==> src/hw/rtl/bsmd_pkg.sv <==
package bsmd_pkg;

    // Bus access kinds carried in the command field.
    typedef enum logic [1:0] {
        CMD_READ   = 2'd0,
        CMD_FETCH  = 2'd1,
        CMD_WRITE  = 2'd2,
        CMD_PORT_F = 2'd3
    } cmd_t;

    // Configuration register indexes.
    localparam logic [1:0] CFG_CARD_8K  = 2'd0;
    localparam logic [1:0] CFG_CARD_16K = 2'd1;
    localparam logic [1:0] CFG_CARD_32K = 2'd2;

    // Address map constants.
    localparam logic [15:0] UPPER_BASE   = 16'h8000;
    localparam logic [16:0] UPPER_SHIFT  = 17'h08000;
    localparam logic [16:0] CARD_SHIFT   = 17'h02000;
    localparam logic [15:0] LCD_BASE     = 16'h7000;
    localparam logic [7:0]  LCD_WIN_LAST = 8'h7C;
    localparam int unsigned BANK_SEL_BIT = 1;

    // Upper address bytes of the single-page control targets.
    localparam logic [7:0] PAGE_BANK     = 8'h71;
    localparam logic [7:0] PAGE_CAPS     = 8'h77;
    localparam logic [7:0] PAGE_STROBE_L = 8'h7A;
    localparam logic [7:0] PAGE_STROBE_H = 8'h7B;

    typedef struct packed {
        logic card_8k;
        logic card_16k;
        logic card_32k;
    } cfg_t;

    typedef struct packed {
        logic [7:0] bank;
        logic       protect;
        logic       caps;
        logic [7:0] strobe;
    } state_t;

    // Result beat, last field in the lowest bits.
    typedef struct packed {
        logic        caps_lock;
        logic [7:0]  key_strobe;
        logic [11:0] lcd_offset;
        logic        lcd_dirty;
        logic [16:0] mapped_address;
        logic        allowed;
    } result_t;

endpackage

==> src/hw/rtl/bsmd_decode.sv <==
module bsmd_decode
    import bsmd_pkg::*;
(
    input  cmd_t        command,
    input  logic [15:0] address,
    input  logic [7:0]  write_data,
    input  logic [7:0]  old_byte,
    input  cfg_t        cfg,
    input  state_t      state,
    output state_t      state_next,
    output result_t     result
);

    logic [7:0]  page;
    logic        in_lcd;
    logic        bank_sel;
    logic        card_low_hit;
    logic [16:0] addr_ext;
    logic [16:0] ram_addr;
    logic        ram_allowed;
    logic [15:0] lcd_diff;

    assign page     = address[15:8];
    assign bank_sel = state.bank[BANK_SEL_BIT];
    assign addr_ext = {1'b0, address};
    assign lcd_diff = address - LCD_BASE;

    // The 8K card window covers 0x2000-0x3FFF.
    assign card_low_hit = (address[15:13] == 3'b001) && cfg.card_8k;

    // LCD windows sit on even pages 0x70 through 0x78, low byte up to 0x7C.
    always_comb begin
        in_lcd = 1'b0;
        case (page)
            8'h70, 8'h72, 8'h74, 8'h76, 8'h78: in_lcd = (address[7:0] <= LCD_WIN_LAST);
            default:                           in_lcd = 1'b0;
        endcase
    end

    // RAM write target after the card shift and its card gating.
    always_comb begin
        ram_addr = card_low_hit ? (addr_ext + CARD_SHIFT) : addr_ext;
        case (ram_addr[16:13])
            4'b0001: ram_allowed = cfg.card_16k | cfg.card_32k;
            4'b0010: ram_allowed = cfg.card_8k | cfg.card_16k | cfg.card_32k;
            4'b0011: ram_allowed = 1'b1;
            default: ram_allowed = 1'b0;
        endcase
    end

    // Access decode and state update.
    always_comb begin
        state_next            = state;
        result.allowed        = 1'b0;
        result.mapped_address = addr_ext;
        result.lcd_dirty      = 1'b0;
        result.lcd_offset     = '0;
        case (command)
            CMD_READ: begin
                result.allowed = 1'b1;
                if (address[15:13] == 3'b000) begin
                    result.mapped_address = addr_ext;
                end else if (card_low_hit) begin
                    result.mapped_address = addr_ext + CARD_SHIFT;
                end else if ((address >= UPPER_BASE) && (bank_sel || state.protect)) begin
                    result.mapped_address = addr_ext + UPPER_SHIFT;
                end
            end
            CMD_FETCH: begin
                result.allowed = 1'b1;
                if ((address >= UPPER_BASE) && bank_sel) begin
                    result.mapped_address = addr_ext + UPPER_SHIFT;
                end
            end
            CMD_WRITE: begin
                if (page == PAGE_BANK) begin
                    state_next.bank = write_data;
                    result.allowed  = 1'b1;
                end else if (page == PAGE_CAPS) begin
                    state_next.caps = (write_data != 8'h00);
                    result.allowed  = 1'b1;
                end else if (in_lcd) begin
                    if (old_byte != write_data) begin
                        result.lcd_dirty  = 1'b1;
                        result.lcd_offset = lcd_diff[11:0];
                    end
                    result.allowed = 1'b1;
                end else if (page == PAGE_STROBE_L) begin
                    state_next.strobe[3:0] = write_data[3:0];
                    result.allowed         = 1'b1;
                end else if (page == PAGE_STROBE_H) begin
                    state_next.strobe[7:4] = write_data[3:0];
                    result.allowed         = 1'b1;
                end else begin
                    result.mapped_address = ram_addr;
                    result.allowed        = ram_allowed;
                end
            end
            CMD_PORT_F: begin
                state_next.protect    = write_data[0];
                result.mapped_address = '0;
            end
            default: begin
                result.mapped_address = addr_ext;
            end
        endcase
        result.key_strobe = state_next.strobe;
        result.caps_lock  = state_next.caps;
    end

endmodule

==> src/hw/rtl/bank_switched_memory_map_decoder_top.sv <==
// A result beat appears on the master side in the cycle after its access is accepted.
// Throughput: one access per cycle while m_tready is held high; the decode sits between the slave port and the result
// register, and the next access is taken in the same cycle the waiting result is drained.
// Reset (aresetn low, synchronous) clears the card settings, bank register, protect flag,
// caps flag, key strobe and the result valid flag.
module bank_switched_memory_map_decoder_top
    import bsmd_pkg::*;
(
    input  logic        aclk,
    input  logic        aresetn,
    // Configuration write port.
    input  logic        cfg_wr_en,
    input  logic [1:0]  cfg_index,
    input  logic [0:0]  cfg_wdata,
    // Access beats.
    input  logic        s_tvalid,
    output logic        s_tready,
    // s_tdata: command[1:0], address[17:2], write_data[25:18], old_byte[33:26], zero pad.
    input  logic [39:0] s_tdata,
    // Result beats.
    output logic        m_tvalid,
    input  logic        m_tready,
    // m_tdata: allowed[0], mapped_address[17:1], lcd_dirty[18], lcd_offset[30:19],
    // key_strobe[38:31], caps_lock[39].
    output logic [39:0] m_tdata
);

    cfg_t    cfg_reg;
    state_t  state_reg;
    state_t  state_next;
    result_t result_next;
    result_t result_reg;
    logic    m_tvalid_reg;
    logic    s_accept;
    cmd_t    s_command;

    assign s_tready  = !m_tvalid_reg || m_tready;
    assign s_accept  = s_tvalid && s_tready;
    assign s_command = cmd_t'(s_tdata[1:0]);
    assign m_tvalid  = m_tvalid_reg;
    assign m_tdata   = result_reg;

    // Card configuration registers.
    always_ff @(posedge aclk) begin
        if (!aresetn) begin
            cfg_reg <= '0;
        end else if (cfg_wr_en) begin
            case (cfg_index)
                CFG_CARD_8K:  cfg_reg.card_8k  <= cfg_wdata[0];
                CFG_CARD_16K: cfg_reg.card_16k <= cfg_wdata[0];
                CFG_CARD_32K: cfg_reg.card_32k <= cfg_wdata[0];
                default:      cfg_reg <= cfg_reg;
            endcase
        end
    end

    bsmd_decode u_decode (
        .command    (s_command),
        .address    (s_tdata[17:2]),
        .write_data (s_tdata[25:18]),
        .old_byte   (s_tdata[33:26]),
        .cfg        (cfg_reg),
        .state      (state_reg),
        .state_next (state_next),
        .result     (result_next)
    );

    // Machine state advances on every accepted beat.
    always_ff @(posedge aclk) begin
        if (!aresetn) begin
            state_reg <= '0;
        end else if (s_accept) begin
            state_reg <= state_next;
        end
    end

    // Result register with its valid flag.
    always_ff @(posedge aclk) begin
        if (!aresetn) begin
            m_tvalid_reg <= 1'b0;
        end else if (s_accept) begin
            m_tvalid_reg <= 1'b1;
        end else if (m_tready) begin
            m_tvalid_reg <= 1'b0;
        end
    end

    always_ff @(posedge aclk) begin
        if (s_accept) begin
            result_reg <= result_next;
        end
    end

`ifndef SYNTHESIS
    // A port F write never reaches memory.
    a_port_f_result: assert property (@(posedge aclk) disable iff (!aresetn)
        (s_accept && s_command == CMD_PORT_F) |=>
            (!result_reg.allowed && result_reg.mapped_address == '0))
        else $error("port F write produced a memory access");

    // Reads and fetches are always allowed.
    a_read_allowed: assert property (@(posedge aclk) disable iff (!aresetn)
        (s_accept && (s_command == CMD_READ || s_command == CMD_FETCH)) |=>
            result_reg.allowed)
        else $error("read or fetch refused");

    // A dirty LCD byte implies an allowed write.
    a_dirty_allowed: assert property (@(posedge aclk) disable iff (!aresetn)
        (m_tvalid && result_reg.lcd_dirty) |-> result_reg.allowed)
        else $error("dirty LCD flag on a refused access");

    // Machine state only moves when a beat is taken.
    a_state_hold: assert property (@(posedge aclk) disable iff (!aresetn)
        (!s_accept) |=> $stable(state_reg))
        else $error("state changed without an accepted beat");
`endif

endmodule

==> config.mk <==
export PLATFORM = sky130hd
export DESIGN_NAME = bank_switched_memory_map_decoder_top
export DESIGN_NICKNAME = d
export VERILOG_FILES = /design/src/hw/rtl/bsmd_pkg.sv /design/src/hw/rtl/bsmd_decode.sv /design/src/hw/rtl/bank_switched_memory_map_decoder_top.sv
export SDC_FILE = /design/constraint.sdc
export NUM_CORES = 1
export LEC_CHECK = 0
export ABC_AREA = 1
export BUFFER_PORTS_ARGS = -buffer_cell sky130_fd_sc_hd__buf_2
export CAP_MARGIN = 5
export CORE_MARGIN = 1.5
export CORE_UTILIZATION = 50
export CTS_BUF_LIST = sky130_fd_sc_hd__clkbuf_8
export DETAILED_ROUTE_END_ITERATION = 7
export PLACE_DENSITY = 0.77
export SLEW_MARGIN = 20
export SYNTH_ARGS = -nofsm -noshare
export SYNTH_HDL_FRONTEND = slang
export SYNTH_SLANG_ARGS = --single-unit
==> constraint.sdc <==
create_clock -name aclk -period 2.1 [get_ports aclk]
set_input_delay 0.42 -clock aclk [delete_from_list [all_inputs] [get_ports aclk]]
set_output_delay 0.42 -clock aclk [all_outputs]
set_load 0.05 [all_outputs]
Word level (Yosys, flattened, before mapping)
Cells that the tools add are included.
{"block": "word_totals", "memories": 0, "romBits": 0, "wordCells": 95, "output_inout_bits": 42, "register_bits": 56, "ramBits": 0, "latch_bits": 0}
{"block": "op_classes", "add_sub_neg": 3, "reduce_logical": 21, "n_shift": 0, "order_cmp": 2, "mul": 0, "muxes": 30, "bitwise_logic": 6, "div_mod_pow": 0, "n_eq_ne": 19}
{"operator": "17-bit two-way mux", "count": 10}
{"operator": "8-bit by 7-bit == test with 1-bit output (second input constant)", "count": 9}
{"operator": "17-bit one-hot mux with 4 select lines", "count": 1}
{"operator": "9-bit two-way mux", "count": 2}
{"operator": "16-bit by 14-bit adder with 17-bit output (second input constant)", "count": 1}
{"operator": "16-bit by 16-bit adder with 17-bit output (second input constant)", "count": 1}
{"operator": "16-bit >= comparator (second input constant)", "count": 1}
{"operator": "8-bit two-way mux", "count": 2}
{"operator": "13-bit two-way mux", "count": 1}
{"operator": "4-bit two-way mux", "count": 3}
{"operator": "12-bit by 1-bit subtractor with 12-bit output (second input constant)", "count": 1}
{"operator": "5-bit OR reduction", "count": 2}
{"operator": "1-bit two-way mux", "count": 9}
{"operator": "4-bit by 2-bit == test with 1-bit output (second input constant)", "count": 2}
{"operator": "8-bit by 7-bit less-or-equal comparator with 1-bit output (second input constant)", "count": 1}
{"operator": "8-bit inequality test", "count": 1}
{"operator": "2-bit AND reduction", "count": 4}
{"operator": "8-bit nonzero test", "count": 1}
{"operator": "2-bit == test (second input constant)", "count": 3}
{"operator": "2-bit by 1-bit == test with 1-bit output (second input constant)", "count": 2}
{"operator": "4-bit by 1-bit == test with 1-bit output (second input constant)", "count": 1}
{"operator": "1-bit logical AND", "count": 4}
{"operator": "2-bit zero test", "count": 2}
{"operator": "4-bit OR reduction", "count": 1}
{"operator": "11 further kinds", "count": 16}

Longest topological paths before layout
{"block": "logic_depth", "word_depth": 11, "ltp_mapped": 11, "depth_no_buf": 11}

Hierarchy
From an unflattened synthesis, not the netlist that was laid out.
{"block": "hier_totals", "cells_unflattened": 405, "area_unflattened_um2": 3474.6}
{"module": "bank_switched_memory_map_decoder_top", "cells_per_inst": 187, "instances": 1, "area_per_inst_um2": 2301.0, "seq_area_each_um2": 1641.6}
{"module": "bsmd_decode", "cells_per_inst": 218, "instances": 1, "area_per_inst_um2": 1173.6, "seq_area_each_um2": 0.0}

Worst setup path after synthesis
OpenSTA, ideal clock, no wires.
{"block": "synth_timing", "kind": "flip-flop to flip-flop", "startpoint": "reg m_tvalid_reg, in the netlist m_tvalid", "endpoint": "reg state_reg[8] in the netlist's numbering", "path_buffers": 1, "path_stages_with_launch": 7, "arrival_ns": 2.201, "slack_ns": -0.250, "required_ns": 1.951, "setup_ns": 0.149, "cell_sequence": "dfxtp_1 nand2_1 nand2_1 clkinv_1 buf_2 o21ai_0 a21oi_1"}
{"block": "synth_between", "elab_chain_cells": 3}
{"element": "start, declared", "line_no": "bank_switched_memory_map_decoder_top.sv:33", "source": "logic m_tvalid_reg;"}
{"element": "start signal, assigned", "line_no": "bank_switched_memory_map_decoder_top.sv:80", "source": "m_tvalid_reg <= 1'b0;"}
{"element": "start signal, assigned", "line_no": "bank_switched_memory_map_decoder_top.sv:82", "source": "m_tvalid_reg <= 1'b1;"}
{"element": "start signal, assigned", "line_no": "bank_switched_memory_map_decoder_top.sv:84", "source": "m_tvalid_reg <= 1'b0;"}
{"element": "1-bit zero test", "line_no": "bank_switched_memory_map_decoder_top.sv:37", "source": "assign s_tready = !m_tvalid_reg || m_tready;"}
{"element": "1-bit logical OR", "line_no": "bank_switched_memory_map_decoder_top.sv:37"}
{"element": "net s_tready", "line_no": "bank_switched_memory_map_decoder_top.sv:17", "source": "output logic s_tready,"}
{"element": "1-bit logical AND", "line_no": "bank_switched_memory_map_decoder_top.sv:38", "source": "assign s_accept = s_tvalid && s_tready;"}
{"element": "net s_accept", "line_no": "bank_switched_memory_map_decoder_top.sv:34", "source": "logic s_accept;"}
{"element": "end signal, assigned", "line_no": "bank_switched_memory_map_decoder_top.sv:73", "source": "state_reg <= state_next;"}
{"element": "end, declared", "line_no": "bank_switched_memory_map_decoder_top.sv:29", "source": "state_t state_reg;"}
The timed path passes the listed nets, and every way through them passes these cells.
A chain may end at the register's enable or synchronous reset.

Worst setup path after layout
{"block": "layout_timing", "startpoint": "in s_tdata[17]", "endpoint": "reg result_reg, in the netlist m_tdata[30] (data pin)"}
{"block": "layout_between", "elab_chain_cells": 5, "elab_cells_between_ends": 11, "classes_between": "eq/ne (7); mux (1); bitwise (1); reduce/logical (2)"}
{"element": "start, declared", "line_no": "bank_switched_memory_map_decoder_top.sv:19", "source": "input logic [39:0] s_tdata,"}
{"element": "8-bit by 7-bit == test with 1-bit output", "line_no": "bsmd_decode.sv:34", "source": "case (page)"}
{"element": "5-bit OR reduction", "line_no": "bsmd_decode.sv:34"}
{"element": "1-bit two-way mux", "line_no": "bsmd_decode.sv:34"}
{"element": "1-bit inverter (no line)"}
{"element": "5-bit OR reduction (no line) (*)"}
{"element": "end signal, assigned", "line_no": "bank_switched_memory_map_decoder_top.sv:90", "source": "result_reg <= result_next;"}
{"element": "end, declared", "line_no": "bank_switched_memory_map_decoder_top.sv:32", "source": "result_t result_reg;"}
Mark *: on every way between the ends. The rest lies on a longest branch, timed or not.

==> metrics.txt <==
Final Setup Violations=0; DR pass1 iterations=4; Hold Slack=374 ps; Initial Utilization=52.9%; DIE HEIGHT=77.4 um; Inst Count DP=475; port bufs=83; Critical Path AT=1710 ps; post-CTS setup buffer count=0; area of the mapped netlist=2770 um^2; DIE WIDTH=between 70 and 80 um; setup ws final=559 ps; CTS buffer count=5; CTS Buffer Depth=2; Placer Congestion=0.851; largest family of logic cells by synthesized area=simple AND/OR/NAND/NOR gates; post-synthesis adder-cell area fraction=1.81%; Fillers=447; DP Area=approximately 3300 um^2; simple-gate area share of the yosys netlist=~28%; largest net degree at the start of global routing=28; Clock Skew=5.95 ps; mux share of post-synthesis cell area=0%; num rows=26; Leakage=1.68 nW; Compound-Gate Fraction of Synth Area=5.33%; Sw Ratio=around 31%; Hold Crit Class=primary input to flop; Synth cell types=32; Syn Inst Count=322; Non-Filler Instances=approximately 480; Nets=464; combinational share of power=between 20% and 30%; crit path capture type=flop; critical path's top delay family=simple AND/OR/NAND/NOR gates; WL per Instance=12.0 um; Core Region=5240 um^2; clock latency on the worst-skew pair=310 ps; overall power=around 2.3 mW; synth warn=0; drt initial violations=109; max reg flops=40; final period utilization=between 70% and 80%; clock slew at reported path FFs=roughly 100 ps; maxcap violations=0; Seq pwr share=53.8%; share of cells above drive strength 1=29.1%; Register Area=1500 um^2; WS Path Type=primary input to flop; dpl ws=242 ps; # DRC=0; via count=2344; post-synthesis sequential area ratio=54.2%; hold_buf cts=0; Sink Count=55; clk root buf=clkbuf_8; CP max-delay cell=nand3_2; critical path, cell by cell=buf_2 > inv_2 > nand2_2 > nor3_1 > nand3_1 > inv_1 > nand3_2 > nor2_1; FF-to-FF setup slack=610 ps; Design Area, Final=between 3000 and 4000 um^2; # IOs=90; area occupied by multi-input gates=1050 um^2; Final Max Tran Viols=0; first-pass GRT wire length=9.87 mm; synthesized area per cell=8.60 um^2; routed wire length=between 5 and 6 mm; final hold violation count=0; RSZ-0062 raised after global routing=no; VDD IR max=0.400 mV; crit path max fanout=11; antenna-violating nets left=0; outcome=completed; Final Util=between 60% and 70%; gr usage total=just over 20%; H-tree levels=2; clock period minus worst slack=1540 ps; Synth Area in XOR/XNOR=2.53%; Overflow after GRT=0; Internal=roughly 1.6 mW; Diodes inserted=0; CP max stage delay=320 ps; setup TNS=0 ps; dpl hpwl=4.42 mm; Buf+Inv Stages, Crit Path=3; fmax=about 650 MHz; initial antenna violation count=0; Area growth, synth to finish=22.1%; vias per cell=4.85; post-cts sizing count=0; pwr dens=694 nW/um^2; Clock Power Share=24.6%; register bit total from synthesis=55; vias in the first global route=2293; CP required=approximately 2300 ps; CP startpoint kind=primary input; net switching power=0.732 mW; DIE AREA=between 5000 and 6000 um^2; CTS tree=yes
[layout by cell type, fill, tap and decap left out]
master / instances
a21oi_1: 8
a31oi_1: 2
buf_12: 1
buf_2: 83
buf_4: 3
clkbuf_8: 5
clkinv_4: 2
clkinvlp_4: 1
conb_1: 2
dfxtp_1: 14
dfxtp_2: 1
edfxtp_1: 40
ha_1: 4
inv_1: 45
inv_2: 5
nand2_1: 70
nand2_2: 3
nand2_4: 2
nand3_1: 19
nand3_2: 1
nand3_4: 1
nand3b_1: 1
nand4_1: 4
nor2_1: 52
nor2_2: 9
nor2_4: 3
nor3_1: 4
nor4_1: 2
o21ai_0: 11
o21ai_1: 4
o21bai_1: 1
o22ai_1: 2
xnor2_1: 4
xor2_1: 4
[area by class of cell]
| type | instances | area share [%] |
|---|---|---|
| timing repair buffer | 87 | 13.5 |
| tap | 70 | 2.59 |
| inverter | 50 | 5.55 |
| sequential | 55 | 44.4 |
| multi-input combinational | 213 | 31.1 |
| clock inverter | 3 | 0.740 |
| clock buffer | 5 | 2.03 |
[power by group through the flow]
stage / logic [mW] / registers [mW] / clock network, mW
after floorplan: 0.172 / 1.47 / 0
after global placement: 0.494 / 1.29 / 0
after detailed placement: 0.505 / 1.29 / 0
after CTS: 0.507 / 1.26 / 0.596
after global routing: 0.553 / 1.27 / 0.643
final: 0.506 / 1.26 / 0.579
[tightest hold or removal path: stages]
cell and delay [ps]:
buf_2 130, nand2_1 70, nor2_1 30
[synthesized netlist by cell type, drive strengths merged]
| library cell | count | area (um^2) |
|---|---|---|
| o21bai | 1 | 7.51 |
| nand3b | 1 | 7.51 |
| xor2 | 4 | 35.0 |
| dfxtp | 15 | 300 |
| clkinv | 1 | 3.75 |
| a31oi | 2 | 12.5 |
| xnor2 | 4 | 35.0 |
| a21oi | 8 | 40.0 |
| o22ai | 2 | 12.5 |
| nor4 | 2 | 12.5 |
| nor3 | 4 | 20.0 |
| edfxtp | 40 | 1200 |
| nand4 | 4 | 25.0 |
| clkbuf | 1 | 3.75 |
| o21ai | 15 | 75.1 |
| conb | 1 | 3.75 |
| nand3 | 21 | 123 |
| nor2 | 64 | 285 |
| nand2 | 75 | 302 |
| ha | 4 | 50.1 |
| buf | 4 | 31.3 |
| inv | 49 | 184 |
[final timing paths]
path	start	endpoint	cells after the start
max	s_tdata[17]	m_tdata[30]	8
min	aresetn	state_reg[11]	3
max reg2reg	m_tvalid	state_reg[0]	8
min reg2reg	cfg_reg[1]	cfg_reg[1]	2
[per-layer routing]
layer / vias to the layer above / track usage, % / share of wire (%)
met3: 6 / 5.06 / 7.2
met1: 1032 / 23.4 / 41
met5: - / 0 / 0
li1: 1215 / - / -
met4: 0 / 7.27 / 0.76
met2: 91 / 37.5 / 51
[kinds of logic after synthesis]
group,after synthesis
buffers and inverters,55
DFF,55
other,1
adders and majority gates,4
xor gates and xnor gates,8
AOI/OAI and AO/OA,28
and+or+nand+nor,171
Power figures use the tool's default switching activity.
